File: src/hdl/ubxf_pkg.sv
package ubxf_pkg;

	localparam logic [7:0] SYNC1      = 8'hB5;
	localparam logic [7:0] SYNC2      = 8'h62;
	localparam logic [7:0] CLASS_NAV  = 8'h01;
	localparam logic [7:0] ID_PVT     = 8'h07;
	localparam logic [7:0] ID_GEOFENCE = 8'h39;
	localparam logic [7:0] PVT_LEN    = 8'd92;
	localparam logic [7:0] GEO_BASE_LEN = 8'd8;

	localparam logic RK_PAYLOAD = 1'b0;
	localparam logic RK_STATUS  = 1'b1;

	localparam logic MK_PVT      = 1'b0;
	localparam logic MK_GEOFENCE = 1'b1;

	typedef struct packed {
		logic       last;
		logic       checksum_ok;
		logic [6:0] byte_index;
		logic [7:0] payload_byte;
		logic       msg_kind;
		logic       result_kind;
	} result_t;

endpackage

File: src/hdl/ubxf_parser.sv
module ubxf_parser
	import ubxf_pkg::*;
(
	input  logic       clk,
	input  logic       arst_n,
	input  logic       cfg_wen,
	input  logic [2:0] cfg_wdata,
	input  logic       step,
	input  logic [7:0] rx_byte,
	output logic       res_valid,
	output result_t    res
);

	typedef enum logic [3:0] {
		PH_HUNT  = 4'd0,
		PH_SYNC2 = 4'd1,
		PH_CLASS = 4'd2,
		PH_ID    = 4'd3,
		PH_LENLO = 4'd4,
		PH_LENHI = 4'd5,
		PH_DATA  = 4'd6,
		PH_CKA   = 4'd7,
		PH_CKB   = 4'd8
	} phase_t;

	phase_t     phase_q, phase_d;
	logic       kind_q, kind_d;
	logic [7:0] len_lo_q, len_lo_d;
	logic [6:0] plen_q, plen_d;
	logic [6:0] count_q, count_d;
	logic [7:0] sum_a_q, sum_a_d;
	logic [7:0] sum_b_q, sum_b_d;
	logic [7:0] ck_a_q, ck_a_d;
	logic [2:0] fence_q;

	logic [7:0] add_a;
	logic [7:0] add_b;
	logic [7:0] want_len;

	// running fletcher sums, class byte restarts them
	always_comb begin
		if (phase_q == PH_CLASS) begin
			add_a = rx_byte;
			add_b = rx_byte;
		end else begin
			add_a = sum_a_q + rx_byte;
			add_b = sum_b_q + add_a;
		end
	end

	assign want_len = kind_q ? (GEO_BASE_LEN + {4'd0, fence_q, 1'b0}) : PVT_LEN;

	always_comb begin
		phase_d   = phase_q;
		kind_d    = kind_q;
		len_lo_d  = len_lo_q;
		plen_d    = plen_q;
		count_d   = count_q;
		sum_a_d   = sum_a_q;
		sum_b_d   = sum_b_q;
		ck_a_d    = ck_a_q;
		res_valid = 1'b0;
		res       = '0;
		res.msg_kind = kind_q;
		unique case (phase_q)
			PH_SYNC2: begin
				if (rx_byte == SYNC2)
					phase_d = PH_CLASS;
				else if (rx_byte != SYNC1)
					phase_d = PH_HUNT;
			end
			PH_CLASS: begin
				sum_a_d = add_a;
				sum_b_d = add_b;
				phase_d = (rx_byte == CLASS_NAV) ? PH_ID : PH_HUNT;
			end
			PH_ID: begin
				sum_a_d = add_a;
				sum_b_d = add_b;
				if (rx_byte == ID_PVT) begin
					kind_d  = MK_PVT;
					phase_d = PH_LENLO;
				end else if (rx_byte == ID_GEOFENCE) begin
					kind_d  = MK_GEOFENCE;
					phase_d = PH_LENLO;
				end else begin
					phase_d = PH_HUNT;
				end
			end
			PH_LENLO: begin
				sum_a_d  = add_a;
				sum_b_d  = add_b;
				len_lo_d = rx_byte;
				phase_d  = PH_LENHI;
			end
			PH_LENHI: begin
				sum_a_d = add_a;
				sum_b_d = add_b;
				if (rx_byte == 8'd0 && len_lo_q == want_len) begin
					plen_d  = want_len[6:0];
					count_d = '0;
					phase_d = PH_DATA;
				end else begin
					phase_d = PH_HUNT;
				end
			end
			PH_DATA: begin
				sum_a_d   = add_a;
				sum_b_d   = add_b;
				res_valid = 1'b1;
				res.result_kind  = RK_PAYLOAD;
				res.payload_byte = rx_byte;
				res.byte_index   = count_q;
				count_d = count_q + 7'd1;
				if (count_d == plen_q)
					phase_d = PH_CKA;
			end
			PH_CKA: begin
				ck_a_d  = rx_byte;
				phase_d = PH_CKB;
			end
			PH_CKB: begin
				res_valid = 1'b1;
				res.result_kind = RK_STATUS;
				res.checksum_ok = (ck_a_q == sum_a_q) && (rx_byte == sum_b_q);
				res.last        = 1'b1;
				phase_d = PH_HUNT;
			end
			default: begin
				phase_d = (rx_byte == SYNC1) ? PH_SYNC2 : PH_HUNT;
			end
		endcase
	end

	always_ff @(posedge clk or negedge arst_n) begin
		if (!arst_n) begin
			phase_q  <= PH_HUNT;
			kind_q   <= 1'b0;
			len_lo_q <= '0;
			plen_q   <= '0;
			count_q  <= '0;
			sum_a_q  <= '0;
			sum_b_q  <= '0;
			ck_a_q   <= '0;
			fence_q  <= '0;
		end else begin
			if (cfg_wen)
				fence_q <= cfg_wdata;
			if (step) begin
				phase_q  <= phase_d;
				kind_q   <= kind_d;
				len_lo_q <= len_lo_d;
				plen_q   <= plen_d;
				count_q  <= count_d;
				sum_a_q  <= sum_a_d;
				sum_b_q  <= sum_b_d;
				ck_a_q   <= ck_a_d;
			end
		end
	end

endmodule

File: src/hdl/ubxf_out_fifo.sv
module ubxf_out_fifo
	import ubxf_pkg::*;
(
	input  logic    clk,
	input  logic    arst_n,
	input  logic    wr_en,
	input  result_t wr_data,
	output logic    full,
	output logic    rd_valid,
	input  logic    rd_ready,
	output result_t rd_data
);

	result_t    mem_q [2];
	logic       wr_ptr_q;
	logic       rd_ptr_q;
	logic [1:0] count_q;
	logic       do_rd;

	assign full     = (count_q == 2'd2);
	assign rd_valid = (count_q != 2'd0);
	assign rd_data  = mem_q[rd_ptr_q];
	assign do_rd    = rd_valid && rd_ready;

	always_ff @(posedge clk) begin
		if (wr_en)
			mem_q[wr_ptr_q] <= wr_data;
	end

	always_ff @(posedge clk or negedge arst_n) begin
		if (!arst_n) begin
			wr_ptr_q <= 1'b0;
			rd_ptr_q <= 1'b0;
			count_q  <= '0;
		end else begin
			if (wr_en)
				wr_ptr_q <= ~wr_ptr_q;
			if (do_rd)
				rd_ptr_q <= ~rd_ptr_q;
			count_q <= count_q + {1'b0, wr_en} - {1'b0, do_rd};
		end
	end

endmodule

File: src/hdl/ubx_frame_receiver_filter_core.sv
// path: an accepted byte is held in the input register, then any result it gives is written into
// the two-entry output queue, whose head is offered as the output transfer
// throughput: one byte per cycle when not stalled, set by the single-pass parser and the queue
// input stalls only while the output queue is full and a byte waits in the input register
// reset: asynchronous, active low; parser returns to hunting, sums and fence count clear,
// output queue empties
module ubx_frame_receiver_filter_core
	import ubxf_pkg::*;
(
	input  logic        clk,
	input  logic        arst_n,
	input  logic        cfg_wen,
	input  logic [2:0]  cfg_wdata,     // fence_count
	input  logic        s_axis_tvalid,
	output logic        s_axis_tready,
	input  logic [7:0]  s_axis_tdata,  // rx_byte
	output logic        m_axis_tvalid,
	input  logic        m_axis_tready,
	output logic [15:0] m_axis_tdata,  // payload_byte, byte_index, checksum_ok
	output logic [1:0]  m_axis_tuser,  // result_kind, msg_kind
	output logic        m_axis_tlast
);

	logic       valid_s1;
	logic [7:0] byte_s1;
	logic       fifo_full;
	logic       advance;
	logic       res_valid;
	result_t    res;
	result_t    out_res;

	assign advance       = valid_s1 && !fifo_full;
	assign s_axis_tready = !valid_s1 || !fifo_full;

	always_ff @(posedge clk or negedge arst_n) begin
		if (!arst_n)
			valid_s1 <= 1'b0;
		else if (s_axis_tready)
			valid_s1 <= s_axis_tvalid;
	end

	always_ff @(posedge clk) begin
		if (s_axis_tvalid && s_axis_tready)
			byte_s1 <= s_axis_tdata;
	end

	ubxf_parser u_parser (
		.clk       (clk),
		.arst_n    (arst_n),
		.cfg_wen   (cfg_wen),
		.cfg_wdata (cfg_wdata),
		.step      (advance),
		.rx_byte   (byte_s1),
		.res_valid (res_valid),
		.res       (res)
	);

	ubxf_out_fifo u_out_fifo (
		.clk      (clk),
		.arst_n   (arst_n),
		.wr_en    (advance && res_valid),
		.wr_data  (res),
		.full     (fifo_full),
		.rd_valid (m_axis_tvalid),
		.rd_ready (m_axis_tready),
		.rd_data  (out_res)
	);

	assign m_axis_tdata = {out_res.checksum_ok, out_res.byte_index, out_res.payload_byte};
	assign m_axis_tuser = {out_res.msg_kind, out_res.result_kind};
	assign m_axis_tlast = out_res.last;

	a_ready_when_empty: assert property (@(posedge clk) disable iff (!arst_n)
		!valid_s1 |-> s_axis_tready)
		else $error("input register empty but not ready");

	a_no_write_when_full: assert property (@(posedge clk) disable iff (!arst_n)
		fifo_full |-> !advance)
		else $error("parser stepped while output queue full");

	a_last_is_status: assert property (@(posedge clk) disable iff (!arst_n)
		m_axis_tvalid |-> (m_axis_tlast == m_axis_tuser[0]))
		else $error("tlast disagrees with result kind");

	a_payload_no_ck: assert property (@(posedge clk) disable iff (!arst_n)
		(m_axis_tvalid && !m_axis_tuser[0]) |-> !m_axis_tdata[15])
		else $error("checksum flag set on payload transfer");

	a_full_holds: assert property (@(posedge clk) disable iff (!arst_n)
		(fifo_full && !m_axis_tready) |=> fifo_full)
		else $error("output queue lost an entry while stalled");

endmodule
File: config.mk
export PLATFORM = sky130hd
export DESIGN_NAME = ubx_frame_receiver_filter_core
export DESIGN_NICKNAME = d
export VERILOG_FILES = /design/src/hdl/ubxf_pkg.sv /design/src/hdl/ubxf_parser.sv /design/src/hdl/ubxf_out_fifo.sv /design/src/hdl/ubx_frame_receiver_filter_core.sv
export SDC_FILE = /design/constraint.sdc
export NUM_CORES = 1
export LEC_CHECK = 0
export BUFFER_PORTS_ARGS = -buffer_cell sky130_fd_sc_hd__buf_4
export CAP_MARGIN = 20
export CORE_UTILIZATION = 55
export DETAILED_ROUTE_END_ITERATION = 10
export PLACE_DENSITY = 0.86
export SLEW_MARGIN = 30
export SYNTH_ARGS = -nofsm -noshare
export SYNTH_HDL_FRONTEND = slang
export SYNTH_HIERARCHICAL = 1
export SYNTH_SLANG_ARGS = --single-unit
export TNS_END_PERCENT = 50
File: constraint.sdc
create_clock -name clk -period 2.7 [get_ports clk]
set_input_delay 0 -clock clk [delete_from_list [all_inputs] [get_ports clk]]
set_output_delay 0 -clock clk [all_outputs]
set_load 0.03 [all_outputs]
Word-level counts from Yosys, hierarchy flattened:

Memory sizes are Yosys's and may differ from the RTL's.
Cells that the tools add are included.

* add/sub/neg operators: 6
* reduce and logical (&&, ||, !) cells: 22
* divide/modulo/power cells: 0
* bitwise gates (word level): 2
* shifts and indexed selects: 0
* multiplexer cells: 22
* magnitude comparators: 0
* $mul: 0
* eq/ne operators: 22

Operator list (count)
* case mux 4 bit (8 select lines): 1
* equality test 8 bit: 3
* two-way mux 8 bit: 3
* adder 8 bit: 2
* equality test 4 x 3 -> 1 bit (second input constant): 4
* two-way mux 4 bit: 4
* two-way mux 15 bit: 1
* case mux 7 bit (2 select lines): 1
* AND reduction 3 bit: 4
* equality test 4 x 2 -> 1 bit (second input constant): 2
* equality test 8 x 1 -> 1 bit (second input constant): 1
* equality test 8 x 3 -> 1 bit (second input constant): 1
* equality test 8 x 6 -> 1 bit (second input constant): 1
* equality test 8 x 7 -> 1 bit (second input constant): 1
* equality test 8 bit (second input constant): 1
* zero test 8 bit: 1
* != test 8 bit (second input constant): 1
* adder 7 x 1 -> 7 bit (second input constant): 1
* equality test 7 bit: 1
* two-way mux 1 bit: 7
* two-way mux 7 bit: 1
* logical AND 1 bit: 6
* two-way mux 3 bit: 2
* AND reduction 2 bit: 3
* other kinds (15): 21

* memories kept: 1
* bits in latches: 0
* register bits: 67
* output and inout port bits: 21
* memory bits (read-only): 0
* bits of input ports: 16
* word-level logic and storage cells: 89
* bits in writable memories: 38

Memory list
* u_out_fifo.mem_q: words 2, width 19, rd ports 1, clocked after memory_dff 0, write ports 1, RTL line ubxf_out_fifo.sv:14 `result_t mem_q [2];`

Depth between registers and ports, before layout:

* word-level depth: 6
* mapped depth: 13
* gate-level depth less buffers: 13

Hierarchy:

The synthesis kept the hierarchy.

Modules (own cells, without submodules)
* ubxf_parser: cells an instance 393, area each 3609.7 um2, instances 1, seq. area each 1301.2 um2
* ubxf_out_fifo: cells an instance 76, area each 1649.1 um2, instances 1, seq. area each 1241.2 um2
* ubx_frame_receiver_filter_core: cells an instance 14, area each 300.3 um2, instances 1, seq. area each 265.3 um2

Least setup slack after synthesis:

Ideal clock, no wire load.

* path kind: register -> register
* from: register byte_s1[0]
* to: register u_parser.sum_b_q[7]
* period minus slack after synthesis: 2891 ps
* required time: 2612 ps
* library setup time: 88 ps
* path buffers: 0
* setup slack: -191 ps
* data arrival time: 2802 ps
* cell stages (with the launch flop): 13
* path through: edfxtp_1 > ha_1 > fa_1 > a21o_1 > a21oi_1 > xnor2_1 > ha_1 > inv_1 > nor2_1 > a2111o_1 > and4_1 > o2111ai_1 > nor3b_1

* word-level cells in the longest chain between the ends: 3

RTL lines
* start, declared: RTL line ubx_frame_receiver_filter_core.sv:25 `logic [7:0] byte_s1;`
* start signal, assigned: RTL line ubx_frame_receiver_filter_core.sv:44 `byte_s1 <= s_axis_tdata;`
* adder 8 bit: RTL line ubxf_parser.sv:46 `add_a = sum_a_q + rx_byte;`
* adder 8 bit: RTL line ubxf_parser.sv:47 `add_b = sum_b_q + add_a;`
* two-way mux 8 bit: RTL line ubxf_parser.sv:42 `if (phase_q == PH_CLASS) begin`
* end signal, assigned: RTL line ubxf_parser.sv:156 `sum_b_q <= sum_b_d;`
* end, declared: RTL line ubxf_parser.sv:32 `logic [7:0] sum_b_q, sum_b_d;`

No other way between the ends.
A chain may end at the register's enable or synchronous reset.

Final worst setup path:

Same ends and word-level chain as after synthesis.

==> flow_metrics.tcl <==
set metrics [dict create \
    status "complete, but fails checks" \
    violations "negative setup slack" \
    synth_seq_area_share_pct 50.5 \
    antenna_found_initial 0 \
    finalClockSkew_ps 14.0 \
    io_pins 37 \
    syn_nets 519 \
    place.gp.congestion 0.919 \
    path_buf_inv 1 \
    critical_path.max_fanout 2 \
    worstSetupPathType "flop to flop" \
    grt-ovfl-total 0 \
    syn2layout_area_growth_pct 19.3 \
    routed-via-count 4123 \
    start_util_pct 56.9 \
    tightest_slew_ps 906 \
    grt_pass1_vias 4043 \
    fin_crit_ps 3050 \
    hold_class "input port to asynchronous set/reset pin" \
    power_density_nw_per_um2 1010 \
    core_area_sq_um 9770 \
    place_area_sq_um 6170 \
    synth_warnings 6 \
    grt_start_max_net_pins 58 \
    slowest_delay_ps 450 \
    clk_pin_slew_ps 100 \
    grt_pass1_wl_mm 19.4 \
    worstSetupEndpointType "flop" \
    ys.flop_type "dfrtp_1" \
    crit_family "compound AO/OA/AOI/OAI gates" \
    synth_area_leader_cell "dfrtp_1" \
    crit_chain "ha_4, fa_2, a21o_1, a21oi_2, o21bai_1, a21oi_2, xnor2_1, ha_1, a21oi_2, inv_1, a22oi_2, o2111ai_2, nor3b_2" \
    finalPower_w 0.00673 \
    routed_wl_mm 12.3 \
    grt_usage_pct 24.5 \
    dp_hpwl_mm 8.23 \
    irDropWorstVdd_uv 553 \
    drt_first_iter_violations 434 \
    power.leakage_nw 2.86 \
    cts_made_buffers 9 \
    cts_sinks 103 \
    drcViolationCount 0 \
    synth-edff-count 46 \
    clock_latency_ps 370 \
    synth_common_cells "dfrtp_1, edfxtp_1, nand2_1, nor2_1, o21ai_0" \
    cts_tree "yes" \
    die-area_sq_um 10500 \
    relSlewSlack_pct 39.6 \
    arrival_ps 3300 \
    portBuffers 36 \
    rsz0062_at_grt "yes" \
    drv_slew 0 \
    hold_viol 0 \
    num_antenna_cells 0 \
    start_kind "flop" \
    syn-cell-area_sq_um 5560 \
    yosysUniqueCellTypes 66 \
    fp.dieW_microns 103 \
    clock_path_buffers 2 \
    drive_gt1_share_pct 29.2 \
    htreeDepth 3 \
    timing.final.ws_setup_ps -347 \
    fin_nets 603 \
    clockRootBuffer "clkbuf_8" \
    rows 36 \
    avgSynthCellArea_sq_um 11.5 \
    maxCapViolCount 0 \
    final_antenna_net_count 0 \
    post-route-util_pct 67.9 \
    cp_slowest_cell "edfxtp_1" \
    ys_ff_latch 103 \
    final_area_sq_um 6630 \
    synth_cells 483 \
    required_ps 2960 \
    first_pass_iters 8 \
    async_flop_share_pct 55.3 \
    crit_cells 13 \
    setup_violations 2 \
    fin_crit_sh_pct 113 \
    die_h_microns 103 \
    worstRegToRegCells 13 \
    fmax_mhz 328 \
    crit_top_cell "a21oi_2" \
    synth_top_area_share_pct 25.7 \
    yosysMostFrequentCell "dfrtp_1" \
    ys_top_cells_by_area "dfrtp_1, edfxtp_1, mux2_4" \
    wl_per_cell_microns 17.5 \
    vias_per_cell 5.85 \
]
placed cells by master (no fill, tap or decap), types with 4 or more instances in the layout:
master and instances:
a21o_1 4, a21oi_1 17, a21oi_2 6, and2_1 20, and3_1 4, buf_4 82, clkbuf_8 9, dfrtp_1 57
dlygate4sd3_1 17, edfxtp_1 46, ha_1 17, inv_1 11, mux2_2 21, mux2_4 20, nand2_1 37, nand3_1 11
nand4_1 8, nor2_1 28, nor2b_1 6, nor3_1 5, nor4_1 6, o21ai_0 24, o21bai_1 4, o31ai_1 5
or2_2 4, xnor2_1 13, xor2_1 22
metal layers:
layer | global-route usage [%] | vias up | wire length, microns
li1 | - | 1921 | -
met1 | 31.1 | 1993 | 5150
met2 | 41.3 | 192 | 6030
met3 | 5.36 | 17 | 935
met4 | 9.01 | 0 | 193
met5 | 0 | - | 0
kinds of logic after synthesis:
group           Yosys count  share of synthesized area [%]
simple gates            152                           14.7
fa+ha+maj                20                           4.77
buf+inv                  37                           3.26
xor+xnor                 37                           5.83
mux                      43                           10.0
compound gates           91                           11.0
flops                   103                           50.5
path summary, 6_finish.rpt:
path,start,end,slack [ps]
max in group asynchronous,arst_n,u_parser/len_lo_q[3],1960
hold / removal,arst_n,u_parser/ck_a_q[5],240
min in group clk,s_axis_tdata[5],byte_s1[5],340
setup / recovery,byte_s1[0],u_parser/sum_b_q[7],-350
hold reg to reg,u_out_fifo/wr_ptr_q,u_out_fifo/wr_ptr_q,520
setup reg to reg,byte_s1[0],u_parser/sum_b_q[7],-350
state kept, by name, indices dropped and copies added (netlist names), 5 cells and up:
register	count
u_parser/plen_q	5
u_parser/ck_a_q	8
u_parser/sum_b_q	8
u_parser/len_lo_q	8
u_parser/sum_a_q	8
u_parser/count_q	7
u_out_fifo/mem_q	38
byte_s1	8
where the power goes:
group,switching (W),internal [W],leakage (nW),total (W)
Sequential,0.000212,0.00183,1.15,0.00205
Clock,0.000575,0.000356,0.0957,0.000930
Combinational,0.00194,0.00182,1.62,0.00375
Total,0.00272,0.00400,2.86,0.00673
cell type report:
type	instances	area, sq um
well taps	133	166
clock buffers	9	124
repair buffers	99	786
multi-input cells	343	2650
flip-flops and latches	103	2810
clock inverters	7	61.3
fillers	691	3140
inverters	11	41.3
metrics by stage:
step / hold slack (ps) / cells / setup TNS, ps / worst slack [ps]
2_1_floorplan: -296 / 483 / -154 / -154
3_3_place_gp: 110 / 667 / -307 / -231
3_5_place_dp: 118 / 667 / -515 / -330
4_1_cts: 252 / 701 / -333 / -238
5_1_grt: 287 / 705 / -820 / -435
6_report: 236 / 705 / -563 / -347
timing repair:
item / in CTS / in global routing
resized for setup: 7 / 8
pin swaps: 6 / 10
endpoints found under the hold margin: 70 / 0
buffers inserted: 1 / 4
endpoints found under the setup margin: 3 / 3
hold buffers: 17 / 0
Power figures use the tool's default switching activity.
